[config.mk]
export PLATFORM = sky130hd
export DESIGN_NAME = hge_ctrl
export DESIGN_NICKNAME = d
export VERILOG_FILES = /design/src/sv/assert_macros.svh /design/src/sv/hge_pkg.sv /design/src/sv/hge_ctrl.sv
export SDC_FILE = /design/constraint.sdc
export NUM_CORES = 1
export LEC_CHECK = 0
export ABC_AREA = 1
export BUFFER_PORTS_ARGS = -buffer_cell sky130_fd_sc_hd__buf_4
export CAP_MARGIN = 20
export CORE_UTILIZATION = 40
export CTS_CLUSTER_DIAMETER = 100
export DETAILED_ROUTE_END_ITERATION = 8
export SYNTH_ARGS = -nofsm -noshare
export SYNTH_HDL_FRONTEND = slang
export SYNTH_SLANG_ARGS = --single-unit
[constraint.sdc]
create_clock -name clk -period 2.7 [get_ports clk]
set_clock_uncertainty 0.2 [all_clocks]
set_input_delay 0.27 -clock clk [delete_from_list [all_inputs] [get_ports clk]]
set_output_delay 0.27 -clock clk [all_outputs]
set_load 0.1 [all_outputs]
[src/sv/assert_macros.svh]
// Assertion macros shared by the block's RTL.
`ifndef ASSERT_MACROS_SVH
`define ASSERT_MACROS_SVH

// Consequent must hold in the same cycle as the antecedent.
`define ASSERT_SAME(lbl, clk, rst_n, ante, cons) \
    lbl: assert property (@(posedge clk) disable iff (!rst_n) (ante) |-> (cons)) \
        else $error("assertion failed");

// Consequent must hold in the cycle after the antecedent.
`define ASSERT_NEXT(lbl, clk, rst_n, ante, cons) \
    lbl: assert property (@(posedge clk) disable iff (!rst_n) (ante) |=> (cons)) \
        else $error("assertion failed");

`endif

[src/sv/hge_pkg.sv]
// Shared types and constants of the hash grid encoder.
package hge_pkg;

    localparam int MAX_LEVELS    = 16;
    localparam int LEVEL_BITS    = 4;
    localparam int ADDR_BITS     = 20;
    localparam int FEAT_BITS     = 16;
    localparam int FRAC_BITS     = 16;
    localparam int ACC_BITS      = 36;
    localparam logic [31:0] PRIME_Y = 32'd2654435761;
    localparam logic [31:0] PRIME_Z = 32'd805459861;

    localparam logic [1:0] CMD_WRITE_DESC = 2'd0;
    localparam logic [1:0] CMD_WRITE_FEAT = 2'd1;
    localparam logic [1:0] CMD_ENCODE     = 2'd2;

    typedef enum logic [4:0] {
        OP_IDLE, OP_DESC, OP_PX, OP_PY, OP_PZ, OP_R2, OP_R3, OP_HSEL,
        OP_I1, OP_I2, OP_W1, OP_W2, OP_W3, OP_MODW, OP_RD, OP_FMUL,
        OP_ACC, OP_OUT
    } dp_op_t;

    typedef struct packed {
        dp_op_t                op;
        logic [LEVEL_BITS-1:0] lv;
        logic [2:0]            corner;
        logic                  wr_desc;
        logic                  wr_feat;
        logic                  load_point;
        logic                  last;
    } ctrl_cmd_t;

    typedef struct packed {
        logic mod_done;
        logic out_free;
    } dp_status_t;

endpackage

[src/sv/hge_ctrl.sv]
// Controller: command decode, level and corner sequencing, level count register.
module hge_ctrl
(
    input  logic                 clk,
    input  logic                 rst_n,
    input  logic                 in_valid,
    output logic                 in_stall,
    input  logic [1:0]           command,
    input  logic                 cfg_write_enable,
    input  logic [4:0]           cfg_data,
    input  hge_pkg::dp_status_t  status,
    output hge_pkg::ctrl_cmd_t   cmd
);

    typedef enum logic [4:0] {
        IDLE, DESC, PX, PY, PZ, R2, R3, HSEL, I1, I2, W1, W2, W3,
        MODW, RD, FMUL, ACC, OUTP
    } state_t;

    state_t      state_reg;
    logic [3:0]  lv_reg;
    logic [2:0]  corner_reg;
    logic [4:0]  levels_reg;
    logic [4:0]  n_lv;
    logic        accept;
    logic        last;

    assign accept = in_valid && (state_reg == IDLE);
    assign in_stall = (state_reg != IDLE);

    always_comb
    begin
        priority if (levels_reg == 5'd0)
        begin
            n_lv = 5'd1;
        end
        else if (levels_reg > 5'(hge_pkg::MAX_LEVELS))
        begin
            n_lv = 5'(hge_pkg::MAX_LEVELS);
        end
        else
        begin
            n_lv = levels_reg;
        end
    end

    assign last = ({1'b0, lv_reg} == (n_lv - 5'd1));

    always_ff @(posedge clk or negedge rst_n)
    begin
        if (!rst_n)
        begin
            state_reg  <= IDLE;
            lv_reg     <= '0;
            corner_reg <= '0;
            levels_reg <= 5'(hge_pkg::MAX_LEVELS);
        end
        else
        begin
            if (cfg_write_enable)
            begin
                levels_reg <= cfg_data;
            end
            unique case (state_reg)
                IDLE:
                begin
                    if (accept && command == hge_pkg::CMD_ENCODE)
                    begin
                        lv_reg    <= '0;
                        state_reg <= DESC;
                    end
                end
                DESC: state_reg <= PX;
                PX:   state_reg <= PY;
                PY:   state_reg <= PZ;
                PZ:   state_reg <= R2;
                R2:   state_reg <= R3;
                R3:   state_reg <= HSEL;
                HSEL:
                begin
                    corner_reg <= '0;
                    state_reg  <= I1;
                end
                I1:   state_reg <= I2;
                I2:   state_reg <= W1;
                W1:   state_reg <= W2;
                W2:   state_reg <= W3;
                W3:   state_reg <= MODW;
                MODW:
                begin
                    if (status.mod_done)
                    begin
                        state_reg <= RD;
                    end
                end
                RD:   state_reg <= FMUL;
                FMUL: state_reg <= ACC;
                ACC:
                begin
                    if (corner_reg == 3'd7)
                    begin
                        state_reg <= OUTP;
                    end
                    else
                    begin
                        corner_reg <= corner_reg + 3'd1;
                        state_reg  <= I1;
                    end
                end
                OUTP:
                begin
                    if (status.out_free)
                    begin
                        if (last)
                        begin
                            state_reg <= IDLE;
                        end
                        else
                        begin
                            lv_reg    <= lv_reg + 4'd1;
                            state_reg <= DESC;
                        end
                    end
                end
                default: state_reg <= IDLE;
            endcase
        end
    end

    always_comb
    begin
        cmd.lv         = lv_reg;
        cmd.corner     = corner_reg;
        cmd.last       = last;
        cmd.wr_desc    = accept && (command == hge_pkg::CMD_WRITE_DESC);
        cmd.wr_feat    = accept && (command == hge_pkg::CMD_WRITE_FEAT);
        cmd.load_point = accept && (command == hge_pkg::CMD_ENCODE);
        unique case (state_reg)
            IDLE:    cmd.op = hge_pkg::OP_IDLE;
            DESC:    cmd.op = hge_pkg::OP_DESC;
            PX:      cmd.op = hge_pkg::OP_PX;
            PY:      cmd.op = hge_pkg::OP_PY;
            PZ:      cmd.op = hge_pkg::OP_PZ;
            R2:      cmd.op = hge_pkg::OP_R2;
            R3:      cmd.op = hge_pkg::OP_R3;
            HSEL:    cmd.op = hge_pkg::OP_HSEL;
            I1:      cmd.op = hge_pkg::OP_I1;
            I2:      cmd.op = hge_pkg::OP_I2;
            W1:      cmd.op = hge_pkg::OP_W1;
            W2:      cmd.op = hge_pkg::OP_W2;
            W3:      cmd.op = hge_pkg::OP_W3;
            MODW:    cmd.op = hge_pkg::OP_MODW;
            RD:      cmd.op = hge_pkg::OP_RD;
            FMUL:    cmd.op = hge_pkg::OP_FMUL;
            ACC:     cmd.op = hge_pkg::OP_ACC;
            OUTP:    cmd.op = hge_pkg::OP_OUT;
            default: cmd.op = hge_pkg::OP_IDLE;
        endcase
    end

endmodule

* Yosys cells after proc, flatten, opt, wreduce, memory -nomap -nowiden *
Memory sizes are Yosys's and may differ from the RTL's.
Cells that the tools add are included.

storage, ports and cells
  ROM bits = 160
  latch bits = 0
  word-level logic and storage cells = 62
  output and inout bits = 17
  bits in registers = 17
  memory bits (writable) = 0
  memories kept = 1

operators by class
  $lt $le $gt $ge = 1
  shift operators = 0
  reduce and logical (&&, ||, !) cells = 13
  equal/unequal tests = 26
  div/mod/pow operators = 0
  multiplexer cells = 14
  bitwise operators = 0
  $add $sub $neg = 3
  multipliers = 0

memories
  memory           words  bits a word  read ports  clocked after Yosys merged registers in  write ports  RTL line         source
  (no name shown)  32     5            1           0                                        0            hge_ctrl.sv:138  unique case (state_reg)

operator list
  kind                 count
  $pmux 5 s18          1
  $eq 5x4->1 const B   8
  $mux 5               6
  $eq 5x3->1 const B   4
  $mux 4               3
  $eq 5x2->1 const B   2
  $eq 5x5->1 const B   2
  $logic_not 5->1      2
  $ne 2x2->1 const B   5
  $pmux 4 s2           1
  $pmux 3 s2           1
  $eq 4x5->1           1
  $eq 5x1->1 const B   1
  $gt 5x5->1 const B   1
  $reduce_bool 5->1    1
  $sub 5x1->5 const B  1
  $add 4x1->4 const B  1
  $logic_and 1x1->1    4
  $reduce_and 4->1     1
  $reduce_bool 2->1    2
  $add 3x1->3 const B  1
  $eq 3x3->1 const B   1
  $mux 3               1
  $reduce_and 3->1     1
  5 further kinds      5

* Longest topological paths before layout *
Gate-level depths: netlist of the first run.

  word-level depth = 8
  gate-level depth with buffers = 17
  mapped depth without buffers = 17

* Worst setup path after synthesis of the first run *
OpenSTA, ideal clock, no wires.

  path kind = register to output
  from = register state_reg[2]
  to = output port cmd[11] (netlist bit)
  slack = -1.019 ns
  cell stages (with the launch flop) = 6
  data required time = 2.230 ns
  arrival = 3.249 ns
  path buffers = 0
  cell sequence = dfrtp_1 -> nor2_4 -> inv_2 -> nor3_2 -> nand2_2 -> o21ai_0

RTL lines
  item                    RTL line        source
  from (decl)             hge_ctrl.sv:20  state_t state_reg;
  from (signal assigned)  hge_ctrl.sv:53  state_reg <= IDLE;
  from (signal assigned)  hge_ctrl.sv:70  state_reg <= DESC;
  from (signal assigned)  hge_ctrl.sv:73  DESC: state_reg <= PX;
  to (decl)               hge_ctrl.sv:12  output hge_pkg::ctrl_cmd_t cmd

==> results of run 1 <==
==> per-layer routing <==
layer	part of all wire (%)	vias up	GRT usage, %
met5	0	-	0
met3	2.5	4	2.902
li1	-	623	-
met4	1.2	0	7.823
met2	51	21	31.20
met1	45	556	21.51
==> power groups by stage <==
stage               Sequential (mW)  Combinational (mW)  Clock (mW)
CTS                           0.377               0.940       0.145
finish                        0.378               0.954       0.142
floorplan                     0.441               0.691           0
global placement              0.381               0.923           0
detailed placement            0.381               0.932           0
global route                  0.388                1.02       0.157
==> cells in the final DEF, fill, tap and decap left out, types with 2 or more instances in the layout <==
master	synthesis	routed
o21ai_0	4	4
inv_2	6	8
clkbuf_4	0	3
mux2_2	3	3
dlygate4sd3_1	0	7
xor2_1	2	2
nand2_1	42	39
inv_1	22	20
nor2_1	18	17
nor2_2	3	4
a22o_1	2	2
nor3_1	5	5
nor2_4	2	2
dfrtp_1	16	16
buf_4	1	30
a21oi_1	4	4
ha_1	4	3
nand3_1	11	11
a211oi_1	3	3
nand2_2	5	8
==> area by class of cell <==
type                    count  area share (%)
flip-flops and latches     17           25.74
clock buffers               3           1.358
repair buffers             38           19.02
clock inverters             1          0.3019
multi-input cells         121           43.85
well taps                  42           3.170
inverters                  29           6.566
==> critical path, stage by stage (launching register included) <==
cell,delay [ns]
dfrtp_1,0.43
nor2_1,0.16
nand2_1,0.09
nand2_1,0.08
nand2_2,0.09
ha_4,0.28
inv_2,0.03
nand2_1,0.04
nand3_1,0.06
nor2_1,0.09
nand3_1,0.09
nor2_2,0.13
nand2_2,0.06
inv_2,0.07
buf_12,0.17
==> cell families (layout without fill, tap and decap cells) <==
| logic type | count (synthesis) | after routing |
|---|---|---|
| adders and majority gates | 4 | 4 |
| AOI/OAI and AO/OA | 19 | 19 |
| muxes | 3 | 3 |
| xor gates and xnor gates | 3 | 3 |
| and+or+nand+nor | 92 | 92 |
| DFF | 17 | 17 |
| buffers and inverters | 32 | 71 |
==> per-stage QoR <==
step           setup TNS, ns  power [mW]  setup WS [ns]  hold WS [ns]  utilization [%]
2_1_floorplan         -1.898       1.131        -0.6929       -0.2256                -
3_3_place_gp               0       1.304         0.3969      -0.04463            52.50
3_5_place_dp               0       1.313         0.2977      -0.04583            52.50
4_1_cts                    0       1.462      0.0001885      0.001319            55.68
5_1_grt             -0.09056       1.564       -0.09056      0.002784            57.63
6_report                   0       1.474        0.07774       0.01443            57.63
==> final timing paths <==
check	from	endpoint
setup / recovery	levels_reg[1]$_DFFE_PN0P_	cmd[0]
hold / removal	cfg_data[3]	levels_reg[3]$_DFFE_PN0P_
setup reg to reg	levels_reg[1]$_DFFE_PN0P_	lv_reg[0]$_DFFE_PN0P_
hold reg to reg	corner_reg[0]$_DFFE_PN0P_	corner_reg[0]$_DFFE_PN0P_
max in group asynchronous	rst_n	levels_reg[4]$_DFFE_PN1P_
min in group asynchronous	rst_n	corner_reg[2]$_DFFE_PN0P_
==> timing repair <==
item,in CTS,in global routing
endpoints found under the setup margin,1,1
pin swaps,0,5
gates resized for setup,1,9
hold endpoints to repair,21,1
hold buffers,6,1
buffers inserted,0,2
==> results.md, run 1 <==
* Register share of total power at approximately 26%
* Area delta synth->final at 31.97%
* # diodes at 0
* # IOs at 30
* Yosys warning total at 0
* Slew margin rel. at roughly three quarters
* Simple-Gate Fraction of Synth Area at approximately 36%
* Clock power frac at 9.6%
* Port Buffers at 29
* Top cell type by total area after synthesis: dfrtp_1
* Switching share of power at between 50% and 60%
* Post-Syn Nets at ~190
* Count of pins over their slew limit at 0
* Post-route DRC at 1
* Sequential Area at 426.7 um2
* H-tree depth at 1
* Clock Latency Late Sink at between 0.2 and 0.3 ns
* Layout Cells excl Fill at 251
* Worst slew pin tran at ~0.35 ns
* Multiplexer area fraction after synthesis at under 10%
* Ys async rst share at 100.0%
* Largest net degree at the start of global routing at 18
* First-pass detailed-route iteration total at 8
* Critical setup path kind: register to output port
* Die ar. at 3369 um2
* Crit path launch type: register
* FF+latch count, synth at 17
* Most common cell in the synthesized netlist: nand2_1
* Chip height at about 58 um
* Internal at around 0.61 mW
* Clock buffer count from CTS at 3
* Final Hold Fails at 0
* Crit end category: output port
* Tcrit/Tclk final at a little over nine tenths
* Cell area after synthesis at between 1000 and 1500 um2
* Post-Synth XOR/XNOR Area at 2.092%
* Critical Path RT at between 2 and 2.5 ns
* Max Clk Rate at between 0.3 and 0.4 GHz
* Synth cell types at 34
* Ratio of cells with drive above 1 in the final layout at 33.01%
* Total vias in the final route at 1204
* Dpl hpwl at 2101 um
* CTS tree: yes
* Via/cell ratio at roughly 4.8
* Reg clk slew, reported paths at ~0.11 ns
* Initial antenna violation count at 0
* Max-cap violations at 0
* Dominant cells by area after synthesis: dfrtp_1 32%, nand2_1 13%, inv_1 6.6%, nor2_1 5.4%, nand3_1 4.4%
* Post-synthesis sequential area ratio at between 30% and 40%
* Sw power at just under 0.9 mW
* Final GP Congestion at 0.8450
* R2R setup slack at between 0.3 and 0.4 ns
* Number of synthesized flops with an enable pin at 0
* CTS Buffer Depth at 2
* Synth Area in Adders at 3.984%
* Failing checks: design-rule violations
* DR iter-0 viols at 62
* Synth top area share at 31.87%
* Comb pwr share at between 60% and 70%
* Root Buffer: clkbuf_4
* FF-to-FF path depth at 18
* Status: complete, but fails checks
* Design area at about 1700 um2
* Leak at 0.8402 nW
* Crit Path Max Fanout at 3
* Final WL at between 2000 and 3000 um
* Core area at ~2900 um2
* Hold WC Path Type: input port to register
* VDD IR max at between 900 and 1000 uV
* Worst Hold Depth at 2
* Routed Antenna Nets at 0
* GR Overflow Total at 0
* Mean Syn Cell Area at about 7.4 um2
* Final Critical Period at around 2.6 ns
* Cells after Synth at 170
* WL/cell at between 10 and 15 um
* Largest family of logic cells by synthesized area: simple AND/OR/NAND/NOR gates
* Worst EP arrival at 2.15 ns
* Placed cell count at approximately 240
* Main synth FF type: dfrtp_1
* Post-synthesis compound-gate area fraction at 10.46%
* GR Util All Layers at 17.84%
* Row Count at 19
* # fillers at approximately 280
* Endpoints failing setup at 0
* Net count, final at approximately 230
* Die width at 58.04 um
* Number of global-route vias before repair at ~1.2k
* # clock sinks at 17
* Synth cell count leaders: 42 x nand2_1, 22 x inv_1, 18 x nor2_1
* First-pass GRT wire length at approximately 4700 um
* Power density cells at between 800 and 900 nW/um2
* Initial Util at 43.67%
* Area of the multi-input gates at approximately 730 um2
* DP Area at between 1500 and 2000 um2
(Power assumes the default switching activity.)
==> run 2, diff against run 1 <==
- CORE_ASPECT_RATIO: not set -> 0.9
- PLACE_DENSITY_LB_ADDON: not set -> 0.25
==> results.md, run 2 (synthesis results as in run 1) <==
* Status: complete, no violations (was complete, but fails checks)
* Initial antenna violation count at 0 (unchanged)
* Clock buffer count from CTS at 3 (unchanged)
* # diodes at 0 (unchanged)
* Final Critical Period at 2.617 ns (was 2.622 ns)
* Fin worst setup slack at 0.08250 ns (was 0.07774 ns)
* Die ar. at 3369 um2 (about the same)
* Critical setup path kind: register to output port (unchanged)
* Hold EP: state_reg[4]$_DFFE_PN0P_ (was levels_reg[3]$_DFFE_PN0P_)
* Total vias in the final route at 1226 (was 1204)
* Final WL at 2844 um (was 2824 um)
* Via/cell ratio at 4.884 (was 4.797)
* Net count, final at 229 (was 227)
* Post-route DRC at 0 (was 1)
* Design area at 1675 um2 (was 1658 um2)
* Slew margin rel. at 77.52% (was 76.57%)
* Ratio of cells with drive above 1 in the final layout at 35.07% (was 33.01%)
* Port Buffers at 29 (unchanged)
* Pre-CTS WS at 0.3096 ns (was 0.2977 ns)
* # IOs at 30 (unchanged)
* Row Count at 18 (was 19)
* First-pass detailed-route iteration total at 4 (was 8)
* Endpoints failing setup at 0 (unchanged)
* Placed cell count at 236 (was 238)
* Count of pins over their slew limit at 0 (unchanged)
* Setup TNS at 0 ns (unchanged)
* Util after Layout at 58.57% (was 57.63%)
* # fillers at 259 (was 275)
* WL/cell at 11.33 um (was 11.25 um)
* CTS tree: yes (unchanged)
* Worst Hold Depth at 2 (unchanged)
* Power density cells at 882.5 nW/um2 (was 888.9 nW/um2)
* H-tree depth at 1 (unchanged)
* Clock Latency Late Sink at 0.30 ns (was 0.29 ns)
* Max-cap violations at 0 (unchanged)
* Most frequent cells in the layout: 39 x nand2_1, 33 x buf_4, 20 x inv_1 (was 39 x nand2_1, 30 x buf_4, 20 x inv_1)
* Reg clk slew, reported paths at 0.11 ns (about the same)
* Worst EP arrival at 2.15 ns (about the same)
* GR Util All Layers at 19.24% (was 17.84%)
* Dpl hpwl at 2186 um (was 2101 um)
* FF-to-FF End: lv_reg[2]$_DFFE_PN0P_ (was lv_reg[0]$_DFFE_PN0P_)
* Most common cell after layout, fill and taps aside: nand2_1 (unchanged)
* Final GP Congestion at 0.8362 (was 0.8450)
* RR Startpoint: levels_reg[2]$_DFFE_PN0P_ (was levels_reg[1]$_DFFE_PN0P_)
* Final Power at 1.479 mW (was 1.474 mW)
* VDD IR max at 546.0 uV (was 937.9 uV)
* GR Overflow Total at 0 (unchanged)
* FF-to-FF path depth at 18 (unchanged)
* Largest net degree at the start of global routing at 18 (unchanged)
* Final Hold Fails at 0 (unchanged)
* Hold WC Path Type: input port to register (unchanged)
* Hold_ws at 0.01383 ns (was 0.01443 ns)
* Leak at 0.8503 nW (was 0.8402 nW)
* Worst slew pin tran at 0.3372 ns (was 0.3515 ns)
* Chip height at 55.17 um (was 58.04 um)
* DP Area at 1508 um2 (was 1510 um2)
* HP Start: status[0] (was cfg_data[3])
* Max Clk Rate at 0.3820 GHz (was 0.3814 GHz)
* Core area at 2860 um2 (was 2877 um2)
* Root Buffer: clkbuf_4 (unchanged)
* Routed Antenna Nets at 0 (unchanged)
* Die width at 61.07 um (was 58.04 um)
* Crit Path Max Fanout at 3 (unchanged)
* Area delta synth->final at 33.37% (was 31.97%)
* Initial Util at 43.92% (was 43.67%)
* First-pass GRT wire length at 4754 um (was 4692 um)
* RSZ-0062 raised after global routing: yes
* R2R setup slack at 0.32 ns (was 0.35 ns)
* CTS Buffer Depth at 2 (unchanged)
* Crit end category: output port (unchanged)
* DR iter-0 viols at 62 (unchanged)
* Number of global-route vias before repair at 1190 (was 1176)
* Critical Path RT at 2.23 ns (about the same)
* Layout Cells excl Fill at 251 (unchanged)
* Tcrit/Tclk final at 96.94% (was 97.12%)
* Crit path launch type: register (unchanged)
* # clock sinks at 17 (unchanged)
==> run 2: timing repair <==
action,CTS,global route
gates resized for setup,1,11
hold endpoints to repair,21,1
buffers inserted,0,5
hold buffers,5,1
pin swaps,0,8
cloned,0,0
setup endpoints to repair,1,1
==> run 2: how the worst max path moves through the flow <==
stage / startpoint / endpoint / slack (ns)
6_report: levels_reg[2]$_DFFE_PN0P_ / cmd[0] / 0.08
5_1_grt: levels_reg[2]$_DFFE_PN0P_ / cmd[0] / -0.08
4_1_cts: levels_reg[3]$_DFFE_PN0P_ / cmd[0] / 0.008
3_5_place_dp: levels_reg[3]$_DFFE_PN0P_ / cmd[0] / 0.31
3_3_place_gp: levels_reg[3]$_DFFE_PN0P_ / cmd[0] / 0.38
2_1_floorplan: state_reg[4]$_DFFE_PN0P_ / cmd[2] / -0.69
==> run 2: area by class of cell <==
class	instances	area, um2	area share [%]
Tap cell	40	50.05	2.987
Multi-Input combinational cell	121	734.5	43.84
Timing Repair Buffer	40	327.8	19.57
Clock inverter	1	5.005	0.2987
Inverter	29	108.9	6.497
Sequential cell	17	426.7	25.47
Clock buffer	3	22.52	1.344
==> run 2: worst max-delay path, stage by stage (launching register included) <==
cell and delay (ns):
dfrtp_1 0.42, nor2_2 0.17, nand2_1 0.09, nand2_1 0.08, nand2_2 0.08, ha_4 0.28
inv_2 0.03, nand2_2 0.05, nand3_2 0.06, nor2_2 0.10, nand3_1 0.07, nor2_1 0.10
nand2_1 0.08, inv_2 0.07, buf_12 0.16
==> run 2: power by group <==
| part | switching, mW | internal, mW | total [mW] | leakage [nW] |
|---|---|---|---|---|
| combinational | 0.704 | 0.254 | 0.958 | 0.614 |
| sequential | 0.0744 | 0.304 | 0.378 | 0.219 |
| clock | 0.0873 | 0.0552 | 0.142 | 0.0177 |
| total | 0.865 | 0.613 | 1.48 | 0.850 |
==> run 2: routing by layer <==
| layer | share of wire (%) | GRT usage [%] | vias up |
|---|---|---|---|
| met2 | 48 | 32.25 | 34 |
| li1 | - | - | 628 |
| met1 | 45 | 23.49 | 554 |
| met3 | 4.5 | 4.651 | 10 |
| met4 | 2.2 | 8.712 | 0 |
| met5 | 0 | 0 | - |
